## src/gn3_pkg.sv

```systemverilog
// ----------------------------------------------------------------------------
// gn3_pkg
// Shared types and constants for the 3-D gradient noise pipeline.
// ----------------------------------------------------------------------------
package gn3_pkg;

    localparam int TABLE_DEPTH = 256;
    localparam int HASH_W      = 8;
    localparam int FRAC_W      = 16;
    localparam int FADE_W      = FRAC_W + 1;
    localparam int VAL_W       = 20;
    localparam int OUT_W       = 18;

    typedef logic [HASH_W-1:0]       t_hash;
    typedef logic [FRAC_W-1:0]       t_frac;
    typedef logic [FADE_W-1:0]       t_fade;
    typedef logic signed [VAL_W-1:0] t_val;

    // fixed point one in Q16
    localparam t_val ONE_Q16 = 20'sd65536;
    // saturation limits of the result word
    localparam t_val OUT_MAX = 20'sd131071;
    localparam t_val OUT_MIN = -20'sd131072;

    // constant term of the fade inner factor, 10.0 in Q16
    localparam logic [20:0] FADE_TEN = 21'd655360;

endpackage

```

## src/gn3_perm_ram.sv

```systemverilog
// ----------------------------------------------------------------------------
// gn3_perm_ram
// One copy of the permutation table: one write port, two registered reads.
// ----------------------------------------------------------------------------
module gn3_perm_ram (
    input  logic          i_clk,
    input  logic          i_en,
    input  logic          i_we,
    input  gn3_pkg::t_hash i_waddr,
    input  gn3_pkg::t_hash i_wdata,
    input  gn3_pkg::t_hash i_raddr_a,
    input  gn3_pkg::t_hash i_raddr_b,
    output gn3_pkg::t_hash o_rdata_a,
    output gn3_pkg::t_hash o_rdata_b
);

    gn3_pkg::t_hash r_mem [gn3_pkg::TABLE_DEPTH];
    gn3_pkg::t_hash r_rdata_a;
    gn3_pkg::t_hash r_rdata_b;

    // table write
    always_ff @(posedge i_clk) begin
        if (i_we) begin
            r_mem[i_waddr] <= i_wdata;
        end
    end

    // registered reads, held while the pipeline stalls
    always_ff @(posedge i_clk) begin
        if (i_en) begin
            r_rdata_a <= r_mem[i_raddr_a];
            r_rdata_b <= r_mem[i_raddr_b];
        end
    end

    assign o_rdata_a = r_rdata_a;
    assign o_rdata_b = r_rdata_b;

endmodule

```

## config.mk

```make
export PLATFORM = sky130hd
export DESIGN_NAME = gn3_perm_ram
export DESIGN_NICKNAME = d
export VERILOG_FILES = /design/src/gn3_pkg.sv /design/src/gn3_perm_ram.sv
export SDC_FILE = /design/constraint.sdc
export NUM_CORES = 2
export LEC_CHECK = 0
export BUFFER_PORTS_ARGS = -buffer_cell sky130_fd_sc_hd__buf_2
export CAP_MARGIN = 30
export CELL_PAD_IN_SITES_DETAIL_PLACEMENT = 1
export CELL_PAD_IN_SITES_GLOBAL_PLACEMENT = 2
export CORE_UTILIZATION = 30
export DETAILED_ROUTE_END_ITERATION = 10
export PLACE_DENSITY = 0.62
export SKIP_LAST_GASP = 1
export SLEW_MARGIN = 0
export SYNTH_ARGS = -nofsm -noshare
export SYNTH_HDL_FRONTEND = slang
export SYNTH_SLANG_ARGS = --single-unit
```

## constraint.sdc

```tcl
create_clock -name i_clk -period 2.58 [get_ports i_clk]
set_input_delay 0.258 -clock i_clk [delete_from_list [all_inputs] [get_ports i_clk]]
set_output_delay 0.258 -clock i_clk [all_outputs]
set_load 0.01 [all_outputs]
```

Word-level counts from Yosys, hierarchy flattened
Memory sizes are Yosys's and may differ from the RTL's. A register that Yosys moved wholly into a read port is not among the register bits.
Index checks and enable logic that the tools add are counted.

storage, ports and cells
  output and inout bits = 16
  register bits = 0
  memories kept = 1
  memory bits (read-only) = 0
  latch bits = 0
  word-level logic and storage cells = 3
  input port bits = 35
  bits in writable memories = 2,048

operators by class
  divide/modulo/power cells = 0
  $add $sub $neg = 0
  bitwise operators = 0
  shifts and indexed selects = 0
  $mul = 0
  reductions and logical operators = 0
  equal/unequal tests = 0
  muxes and demuxes = 2
  $lt $le $gt $ge = 0

memories
  name   depth  bits a word  read ports  clocked after memory_dff  write ports  line                RTL
  r_mem  256    8            2           2                         1            gn3_perm_ram.sv:17  gn3_pkg::t_hash r_mem [gn3_pkg::TABLE_DEPTH];

operators by type and width
  operator          number
  1-bit 2-to-1 mux  2

Logic depth before layout (Yosys ltp)
  word-level depth = 2
  mapped depth = 12
  mapped depth without buffers = 6

Worst setup path after synthesis
OpenSTA, ideal clock, no wires.

  kind = input to register
  start = input i_raddr_b[0]
  end = register r_rdata_b[0], in the netlist o_rdata_b[0], read port of r_mem (data pin)
  required time = 2.303 ns
  library setup time = 0.277 ns
  path slack = 0.144 ns
  buffers on the path = 3
  data arrival time = 2.159 ns
  stages on the path = 9
  path through = buf_4 > buf_6 > buf_2 > mux4_2 > mux4_2 > nand2_1 > a21oi_1 > a21oi_1 > a221oi_2

RTL lines
  what         line                RTL
  from (decl)  gn3_perm_ram.sv:12  input gn3_pkg::t_hash i_raddr_b,
  to (decl)    gn3_perm_ram.sv:19  gn3_pkg::t_hash r_rdata_b;

==> impl_metrics.yaml <==
logic_synthesis:
  synth.yosys.warnings: 0
  syn_inst: 4847
  synth_enable_flop_cells: 2064
  synth_seq_cells: 2064
  synthArstFlopShare: 0
  synth_mux_area_frac: 0.272
  synth_compound_area_frac: 0.0353
  ys_seq_area_frac: 0.638
  synthFlopType: "edfxtp_1"
  avgSynthCellArea_um2: 20.0
  synthAdderAreaFrac: 0
  synth_nets: 4882
  ys_types: 64
  synth_top_family_by_area: "multiplexers"
  syn_area_um2: 97100
  synthSimpleGateAreaFrac: 0.0269
  synth-xor-area-share: 0
clocking:
  cts_tree: "done"
  path_clk_slew_ps: 60
  clockBufferDepth: 4
  postCtsSetupRepairBufs: 0
  cts.sinks: 2064
  clkLatencyLatePin_ps: 910
  htreeDepth: 4
  root_buffer: "clkbuf_16"
  cts_buffers: 228
worst_setup_path:
  crit_buf_inv: 2
  worstPathMaxFanout: 2
  crit_family: "multiplexers"
  cp.arrival_ps: 3340
  cp_slowest_stage_delay_ps: 540
  cp.required_ps: 3210
  startpoint: "r_mem[31][0]"
  crit_chain: "mux4_2, mux4_2, a22oi_2, buf_4, nand3_4, o31ai_4, buf_6, a211oi_2"
  worst-r2r-setup-slack_ps: -130
  reg2reg_to: "o_rdata_a[0]"
  r2r-start: "r_mem[31][0]"
  cp.depth: 8
  startpoint_type: "flop"
  critPathCaptureType: "flop"
  crit_end: "o_rdata_a[0]"
  r2r_cells: 8
  critPathMostFrequentCell: "mux4_2"
  path_class: "reg2reg"
  cpMaxStageDelayCell: "mux4_2"
sta:
  relSlewSlack: 0.274
  worstMarginPinSlew_ps: 1060
  setup_viol: 2
  fmax_ghz: 0.369
  period_share: 1.05
  finalWorstSetupSlack_ps: -131
  rsz0062_at_grt: "yes"
  fin_crit_ps: 2710
  fin_skew_ps: 66.2
  finalHoldViolCount: 0
  timing.final.max_slew_violations: 0
floorplan:
  io_pins: 51
  initial_core_util: 0.302
  die_area_um2: 326000
  dieWidth_um: 571
  rows: 208
  coreArea_um2: 322000
  die_h_um: 571
place:
  io_buffers: 50
  gp_congestion: 0.890
  dp_hpwl_um: 254000
  place_area_um2: 110000
outcome:
  failed_checks: "negative setup slack"
  outcome: "finished, violations left"
detailed_routing:
  finalWirelength_um: 359000
  drc: 0
  detail_route.wl_per_cell_um: 34.8
  drt_first_iter_violations: 6827
  vias_per_cell: 5.62
  drtAntennaViolNets: 0
  vias: 57992
  dr.pass1.iters: 5
final_layout:
  ff_latch_area_um2: 62000
  areaGrowthSynthToFinish_pct: 21.4
  fin_util: 0.367
  nNetsFinal: 5854
  drive_above_1_share: 0.436
  design_area_um2: 118000
  multi_input_area_um2: 32800
  fillers: 31800
pwr:
  leakagePower_nw: 38.4
  seqPwrFrac: 0.478
  clkPwrFrac: 0.423
  power.internal_mw: 59.0
  switching_power_mw: 18.6
  finalPower_mw: 77.6
  ir_worst_vdd_mv: 0.547
  powerDensity_nw_per_um2: 658
  sw_frac_of_total: 0.240
  combPwrFrac: 0.099
global_routing:
  grt_use_total: 0.218
  grt_max_degree: 100
  grt_pass1_vias: 60403
  grt_pass1_wl_um: 497000
  antenna_found_initial: 36
  grt-ovfl-total: 0
run:
  drv_cap: 0
min_path:
  hp-class: "in2reg"
[what timing repair did]
item	4_1_cts	5_1_grt
pin swaps	4	2
endpoints found under the setup margin	9	11
hold endpoints to repair	250	0
resized for setup	29	19
hold buffers	6	0
gates cloned	0	0
[how the worst min path moves through the flow]
stage	from	to	slack, ps	cells past startpoint
2_1_floorplan	i_wdata[0]	r_mem[0][0]	360	0
3_3_place_gp	i_wdata[1]	r_mem[230][1]	670	1
3_5_place_dp	i_wdata[1]	r_mem[231][1]	680	1
4_1_cts	i_wdata[7]	r_mem[132][7]	6	1
5_1_grt	i_wdata[7]	r_mem[196][7]	40	1
6_report	i_wdata[7]	r_mem[132][7]	70	1
[logic make-up after synthesis]
family	count (synthesis)
compound gates	466
buf+inv	401
simple gates	591
flops	2064
mux	1325
[synthesized netlist by cell type (7+ instances only)]
master,instances,area (um^2)
edfxtp_1,2064,62000
mux4_2,1051,23700
nor2_1,298,1120
mux2i_1,236,2360
clkbuf_1,137,514
nand2_1,114,428
buf_2,104,521
a21oi_1,79,395
o221ai_1,65,569
a22oi_1,62,465
nand3_1,52,260
o22ai_1,48,300
buf_6,44,495
buf_4,42,315
mux2_2,38,428
buf_8,35,526
o21ai_0,34,170
a221oi_1,32,280
a211oi_1,28,210
nor2b_1,27,169
buf_1,25,93.8
a22o_1,22,193
nor3_1,21,105
nand4_1,13,81.3
o211ai_1,13,97.6
and2_1,12,75.1
nand2b_1,11,68.8
o31ai_1,11,82.6
a221o_1,10,100
a2bb2oi_1,9,78.8
buf_12,8,160
nor3b_1,7,52.6
nor4_1,7,43.8
[power by group through the flow]
stage	combinational, mW	sequential [mW]	clock (mW)
after floorplan	3.66	37.8	0
after global placement	7.53	37.8	0
after detailed placement	7.58	37.8	0
after CTS	7.65	37.1	33.5
after global routing	7.93	37.1	34.4
final	7.67	37.1	32.8
[metrics by stage]
stage,std cells,TNS [ps],setup WS (ps),hold slack [ps]
2_1_floorplan,4847,0,144,357
3_3_place_gp,9887,-13460,-1230,674
3_5_place_dp,9887,-13500,-1250,685
4_1_cts,10308,-151,-151,6.50
5_1_grt,10319,-285,-167,41.0
6_report,10324,-150,-131,66.3
[worst register-to-register path, cell delays in order, from the launching register on]
cell,delay (ps)
edfxtp_1,400
mux4_2,480
mux4_2,540
a22oi_2,470
buf_4,210
nand3_4,90
o31ai_4,70
buf_6,160
a211oi_2,40
[layout make-up]
type,count,area share
Sequential cell,2064,0.526
Antenna cell,15,0.000318
Multi-Input combinational cell,2382,0.278
Inverter,6,0.000223
Timing Repair Buffer,1137,0.0880
Clock buffer,260,0.0496
Tap cell,4305,0.0457
Clock inverter,155,0.0126
[per-layer routing]
layer,routed length [um],vias up,share of wire,global-route usage
li1,-,23056,-,-
met1,149000,32005,0.41,0.297
met2,171000,2411,0.48,0.354
met3,25200,496,0.070,0.0350
met4,13600,24,0.038,0.0757
met5,183,-,0.00051,0
[flip-flops by register name (all words and copies together), names as in the netlist]
signal and cells:
o_rdata_b 8, o_rdata_a 8, r_mem 2048
[cell usage in the layout, fill, tap and decap left out, types with 26 or more instances in the layout]
master and n:
clkbuf_1 31, a221oi_1 28, nor2b_1 26, o22ai_1 46, nand3_1 47, nor2_1 297
nand2_1 112, clkinv_1 46, clkinv_2 62, a21oi_1 79, o221ai_1 65, buf_2 34
clkbuf_16 229, buf_12 144, o21ai_0 31, a22oi_1 59, mux2_2 37, mux2i_1 236
edfxtp_1 2064, mux4_2 1051, buf_4 935
(Power assumes the default switching activity.)
