**src/gn3_pkg.sv**
```systemverilog
// ----------------------------------------------------------------------------
// gn3_pkg
// Shared types and constants for the 3-D gradient noise pipeline.
// ----------------------------------------------------------------------------
package gn3_pkg;

    localparam int TABLE_DEPTH = 256;
    localparam int HASH_W      = 8;
    localparam int FRAC_W      = 16;
    localparam int FADE_W      = FRAC_W + 1;
    localparam int VAL_W       = 20;
    localparam int OUT_W       = 18;

    typedef logic [HASH_W-1:0]       t_hash;
    typedef logic [FRAC_W-1:0]       t_frac;
    typedef logic [FADE_W-1:0]       t_fade;
    typedef logic signed [VAL_W-1:0] t_val;

    // fixed point one in Q16
    localparam t_val ONE_Q16 = 20'sd65536;
    // saturation limits of the result word
    localparam t_val OUT_MAX = 20'sd131071;
    localparam t_val OUT_MIN = -20'sd131072;

    // constant term of the fade inner factor, 10.0 in Q16
    localparam logic [20:0] FADE_TEN = 21'd655360;

endpackage

```
**src/gn3_fade.sv**
```systemverilog
// ----------------------------------------------------------------------------
// gn3_fade
// Three-stage quintic fade curve 6t^5 - 15t^4 + 10t^3 in Q16.
// ----------------------------------------------------------------------------
module gn3_fade (
    input  logic           i_clk,
    input  logic           i_en,
    input  gn3_pkg::t_frac i_t,
    output gn3_pkg::t_fade o_fade
);

    gn3_pkg::t_frac r_t;
    gn3_pkg::t_frac r_t2;
    gn3_pkg::t_frac r_t3;
    logic [20:0]    r_inner;
    gn3_pkg::t_fade r_fade;
    logic [31:0]    w_sq;
    logic [31:0]    w_cu;
    logic [36:0]    w_prod;

    assign w_sq   = i_t * i_t;
    assign w_cu   = r_t2 * r_t;
    assign w_prod = r_t3 * r_inner;

    // stage a: square
    always_ff @(posedge i_clk) begin
        if (i_en) begin
            r_t  <= i_t;
            r_t2 <= w_sq[31:16];
        end
    end

    // stage b: cube and inner factor
    always_ff @(posedge i_clk) begin
        if (i_en) begin
            r_t3    <= w_cu[31:16];
            r_inner <= gn3_pkg::FADE_TEN + 21'(r_t2 * 6) - 21'(r_t * 15);
        end
    end

    // stage c: final product
    always_ff @(posedge i_clk) begin
        if (i_en) begin
            r_fade <= w_prod[32:16];
        end
    end

    assign o_fade = r_fade;

endmodule

```
**config.mk**
```make
export PLATFORM = sky130hd
export DESIGN_NAME = gn3_fade
export DESIGN_NICKNAME = d
export VERILOG_FILES = /design/src/gn3_pkg.sv /design/src/gn3_fade.sv
export SDC_FILE = /design/constraint.sdc
export NUM_CORES = 2
export LEC_CHECK = 0
export ABC_AREA = 1
export BUFFER_PORTS_ARGS = -buffer_cell sky130_fd_sc_hd__buf_4
export CAP_MARGIN = 20
export CELL_PAD_IN_SITES_DETAIL_PLACEMENT = 1
export CELL_PAD_IN_SITES_GLOBAL_PLACEMENT = 1
export CORE_ASPECT_RATIO = 1.2
export CORE_MARGIN = 2
export CORE_UTILIZATION = 51
export CTS_BUF_LIST = sky130_fd_sc_hd__clkbuf_4 sky130_fd_sc_hd__clkbuf_8
export DETAILED_ROUTE_END_ITERATION = 16
export GPL_TIMING_DRIVEN = 0
export PLACE_DENSITY_LB_ADDON = 0.1
export SYNTH_ARGS = -nofsm -noshare
export SYNTH_HDL_FRONTEND = slang
export SYNTH_SLANG_ARGS = --single-unit
```
**constraint.sdc**
```tcl
create_clock -name i_clk -period 8.4 [get_ports i_clk]
set_clock_uncertainty 0.05 [all_clocks]
set_input_delay 1.68 -clock i_clk [delete_from_list [all_inputs] [get_ports i_clk]]
set_output_delay 1.68 -clock i_clk [all_outputs]
set_load 0.1 [all_outputs]
```
# ---- After elaboration in Yosys (flattened, before gate mapping)
# Index checks and enable logic that the tools add are counted.
dict set report op_classes {
  n_addsub 2
  mul 5
}
# op count
set ops {}
lappend ops {{$mul A16 B16 Y32} 2}
lappend ops {{$mul A16 B21 Y33} 1}
lappend ops {{$add A20 B19 Y21 const A} 1}
lappend ops {{$sub A21 B20 Y21} 1}
lappend ops {{$mul A16 B4 Y20 const B} 1}
lappend ops {{$mul A16 B2 Y18 const B} 1}
dict set report word_totals {
  wordCells 12
  reg_bits 86
  out_inout_bits 17
  in_bits 18
}

# ---- Longest topological paths before layout
dict set report logic_depth {
  depth_word 3
  mapped_depth 27
  mapped_depth_nobuf 25
}

# ---- Worst setup path before layout
# OpenSTA, ideal clock, no wires.
dict set report synth_path {
  path_type {in2reg}
  start {input port i_t[13]}
  end {register r_t2[7] (data pin)}
  setup_time_ns 0.253
  path_stages 21
  slack_ns 1.581
  t_arrival_ns 6.517
  t_required_ns 8.097
  n_path_buf 2
  cell_sequence {clkbuf_1 clkbuf_1 nand2_1 fa_1 fa_1 inv_1 fa_1 fa_1 fa_1 inv_1 fa_1 inv_1 ha_1 nand2_1 nor2_1 inv_1 nor2_2 nand3_1 or2_1 nand4_1 nand2_1}
}
dict set report synth_between {
  elab_chain_len 1
}
# element line_no
set synth_lines {}
lappend synth_lines {{start: declaration} gn3_fade.sv:8} ;# input gn3_pkg::t_frac i_t,
lappend synth_lines {{$mul A16 B16 Y32} gn3_fade.sv:21} ;# assign w_sq = i_t * i_t;
lappend synth_lines {{net w_sq[23]} gn3_fade.sv:17} ;# logic [31:0] w_sq;
lappend synth_lines {{end signal: assignment} gn3_fade.sv:29} ;# r_t2 <= w_sq[31:16];
lappend synth_lines {{end: declaration} gn3_fade.sv:13} ;# gn3_pkg::t_frac r_t2;
# The timed path passes the listed nets, and every way through them passes these cells.
# A chain may end at the register's enable or synchronous reset.

# ---- Final worst setup path
dict set report layout_path {
  start {input port i_t[7]}
  end {register r_t2[8] (data pin)}
}
# Same word-level chain as after synthesis.

==> flow_summary.json <==
{
  "critPathLaunchType": "input pin",
  "io-pin-count": 35,
  "ctsHoldBuffers": 0,
  "timing.rr.start": "r_t2[14]",
  "finalWeightedCongestion": 0.9650,
  "core.rowCount": 102,
  "sequential_cell_area_um2": 2582,
  "drive_gt1_share_pct": 1.676,
  "maxClockFrequency_mhz": 129.3,
  "cp_slowest_cell": "sky130_fd_sc_hd__clkbuf_1",
  "cts_bufs_inserted": 9,
  "globalRouteTotalUtil_pct": 32.49,
  "diodes": 0,
  "wirelength_mm": 104.9,
  "count_of_input_and_output_buffers": 34,
  "synth-simple-area-share_pct": 17.83,
  "die_x_um": 237.6,
  "worstHoldPathType": "reg -> reg",
  "most_used_flip_flop_cell_after_synthesis": "sky130_fd_sc_hd__edfxtp_1",
  "final-max-slew-violation-count": 0,
  "yosys.area_share.adder_pct": 52.55,
  "worst_setup_hold_path_clk_slew_ns": 0.10,
  "placeableCoreArea_um2": 64700,
  "critical-path-top-cell-by-count": "sky130_fd_sc_hd__fa_1",
  "rsz0062_at_grt": "no",
  "finalCriticalPeriod_ns": 7.732,
  "detail_route.iter0.violations": 1323,
  "post-synth-top-area-fraction_pct": 39.58,
  "cts_tree": "built",
  "synth_fp_nets": 5389,
  "post_synthesis_mux_area_share_pct": 0,
  "synth_xor_area_share_pct": 1.338,
  "grt_overflow_total": 0,
  "critical_path_arrival_ns": 7.86,
  "post_cts.resized_instances": 0,
  "fp.dieArea_um2": 67530,
  "grt_start_max_net_pins": 87,
  "ys_warn_count": 0,
  "post_synth_instance_area_um2": 33380,
  "max_stage_delay_ns": 0.63,
  "count_of_state_elements_after_synthesis": 86,
  "worst_skew_pair.late_latency_ns": 0.42,
  "via_count": 27392,
  "synth_cells": 4365,
  "count_of_h_tree_levels_built_during_cts": 3,
  "root_buffer": "sky130_fd_sc_hd__clkbuf_8",
  "drt_pass1_iterations": 7,
  "synth-edff-count": 86,
  "global_route_wire_length_before_repair_mm": 167.7,
  "setup-tns-final_ns": 0,
  "synth_compound_gate_area_share_pct": 4.149,
  "synth.largest_area_cell": "sky130_fd_sc_hd__fa_1",
  "synth.avg_cell_area_um2": 7.648,
  "cts.sink_count": 86,
  "worst_slew_pin_slew_ns": 0.8229,
  "outcome": "finished, final reports clean",
  "initial_utilization_pct": 51.59,
  "criticalPathCategory": "in -> reg",
  "synth_sequential_area_ratio_pct": 7.736,
  "drtAntennaViolNets": 0,
  "post_layout_nets": 5435,
  "cts.path.max_buffers": 2,
  "required_ns": 8.52,
  "drt-vias-per-instance": 5.220,
  "setup.worst_path.end_class": "flip-flop",
  "timing.slew.headroom_pct": 45.14,
  "areaGrowthSynthToFinish_pct": 4.644,
  "path_max_fanout": 10,
  "setup_viol_count_final": 0,
  "antenna_violations_before_repair": 0,
  "hold_viol_final": 0,
  "crit_share_post_route_pct": 92.05,
  "grt_pass1_vias": 31171,
  "max_cap_viol_count": 0,
  "placed_wire_length_estimate_after_detailed_placement_mm": 91.73,
  "async_flop_share_pct": 0,
  "die_y_um": 284.3,
  "setup.worst_path.start": "i_t[7]",
  "crit_chain": "buf_4 > clkbuf_1 > clkbuf_1 > nand2_1 > fa_1 > inv_1 > ha_1 > o21bai_1 > fa_1 > inv_1 > fa_1 > inv_1 > fa_1 > fa_1 > ha_1 > a21oi_1 > a21boi_0 > nor2_1 > o21bai_1 > nand3_1 > nand2_1 > nand2_1",
  "yosysUniqueCellTypes": 36,
  "worstHoldStart": "r_t[0]",
  "multiInputGateArea_um2": 25330,
  "route.detailed.wl_per_inst_um": 19.99,
  "postCtsSetupBuffers": 0,
  "yosys-top-cells-area": "sky130_fd_sc_hd__fa_1, sky130_fd_sc_hd__inv_1, sky130_fd_sc_hd__nand2_1, sky130_fd_sc_hd__ha_1, sky130_fd_sc_hd__edfxtp_1",
  "synth_top_family_by_area": "adder cells",
  "drc_violation_count_after_routing": 0,
  "fillCellCount": 8303
}
## synthesized netlist by cell type, types with 2 or more instances
library cell / instances
sky130_fd_sc_hd__nand4_1: 16
sky130_fd_sc_hd__a21o_1: 15
sky130_fd_sc_hd__nand3_1: 100
sky130_fd_sc_hd__xor2_1: 36
sky130_fd_sc_hd__edfxtp_1: 86
sky130_fd_sc_hd__a21oi_1: 136
sky130_fd_sc_hd__nor3_1: 31
sky130_fd_sc_hd__clkbuf_1: 152
sky130_fd_sc_hd__nor2_2: 3
sky130_fd_sc_hd__nand2_2: 5
sky130_fd_sc_hd__o21ai_0: 70
sky130_fd_sc_hd__ha_1: 346
sky130_fd_sc_hd__nor4_1: 7
sky130_fd_sc_hd__nand3b_1: 4
sky130_fd_sc_hd__a31oi_1: 3
sky130_fd_sc_hd__o21ai_1: 4
sky130_fd_sc_hd__o21ai_2: 2
sky130_fd_sc_hd__inv_1: 1296
sky130_fd_sc_hd__xnor2_1: 15
sky130_fd_sc_hd__buf_1: 2
sky130_fd_sc_hd__or2_2: 5
sky130_fd_sc_hd__nand2_1: 1164
sky130_fd_sc_hd__o21bai_1: 15
sky130_fd_sc_hd__nor2_1: 173
sky130_fd_sc_hd__o21a_1: 3
sky130_fd_sc_hd__a21boi_0: 3
sky130_fd_sc_hd__buf_2: 5
sky130_fd_sc_hd__fa_1: 660
## final timing paths
path	cells after the start	endpoint	slack [ns]
worst min-delay path	0	r_inner[0]	0.70
worst min register to register	0	r_inner[0]	0.70
worst max-delay path	22	r_t2[8]	0.67
worst max register to register	21	r_t3[12]	1.45
## area by class of cell
type / instances / share of cell area, %
multi-input combinational: 2822 / 72.50
inverter: 1298 / 13.95
sequential: 86 / 7.393
tap: 832 / 2.980
buffer: 159 / 1.726
timing repair buffer: 35 / 0.8095
clock buffer: 9 / 0.3546
clock inverter: 7 / 0.2937
## cell families (layout without fill, tap and decap cells)
family	after synthesis	after routing
fa+ha+maj	1006	1006
simple gates	1511	1511
flops	86	86
buf+inv	1457	1508
compound gates	254	254
xor+xnor	51	51
## routing by layer
layer  part of all wire, %  routed length (um)  GRT usage, %  up-vias
li1                      -                   -             -    12654
met1                    39               40720         37.30    13903
met2                    51               53570         59.12      591
met3                   3.5                3658         3.127      244
met4                   6.6                6967         18.14        0
met5                     0                   0             0        -
## metrics by stage
stage / cell area [um^2] / instances / utilization (%) / worst slack, ns / hold WS (ns)
finish: 34930 / 5248 / 53.99 / 0.6681 / 0.7042
global route: 34930 / 5248 / 53.99 / 0.3416 / 0.7297
CTS: 34910 / 5247 / 53.95 / 0.7476 / 0.7076
detailed placement: 34680 / 5231 / 53.60 / 0.3006 / 0.6911
global placement: 34680 / 5231 / 53.60 / 0.3190 / 0.6741
floorplan: 33380 / 4365 / - / 1.581 / 0.4931
## critical path, delay by kind of cell
family,cells,cell delay (ns)
adders and majority gates,7,3.16
buffers and inverters,6,1.43
AOI/OAI and AO/OA,4,1.03
and+or+nand+nor,5,0.56
## sequential cells by signal, indices dropped and copies added, names as in the netlist
name and count:
r_inner 21, r_t3 16, r_t2 16, o_fade 17, r_t 16
## placed cells by master (no fill, tap or decap), types with 31 or more instances in the layout
| master | count |
|---|---|
| sky130_fd_sc_hd__o21ai_0 | 70 |
| sky130_fd_sc_hd__ha_1 | 346 |
| sky130_fd_sc_hd__xor2_1 | 36 |
| sky130_fd_sc_hd__a21oi_1 | 136 |
| sky130_fd_sc_hd__nand3_1 | 100 |
| sky130_fd_sc_hd__edfxtp_1 | 86 |
| sky130_fd_sc_hd__nor3_1 | 31 |
| sky130_fd_sc_hd__nor2_1 | 173 |
| sky130_fd_sc_hd__clkbuf_1 | 152 |
| sky130_fd_sc_hd__fa_1 | 660 |
| sky130_fd_sc_hd__inv_1 | 1296 |
| sky130_fd_sc_hd__buf_4 | 34 |
| sky130_fd_sc_hd__nand2_1 | 1164 |
Power is left out: the tool's default activity adds up to more than one toggle a clock period on the data nets, which glitch-free logic cannot reach.
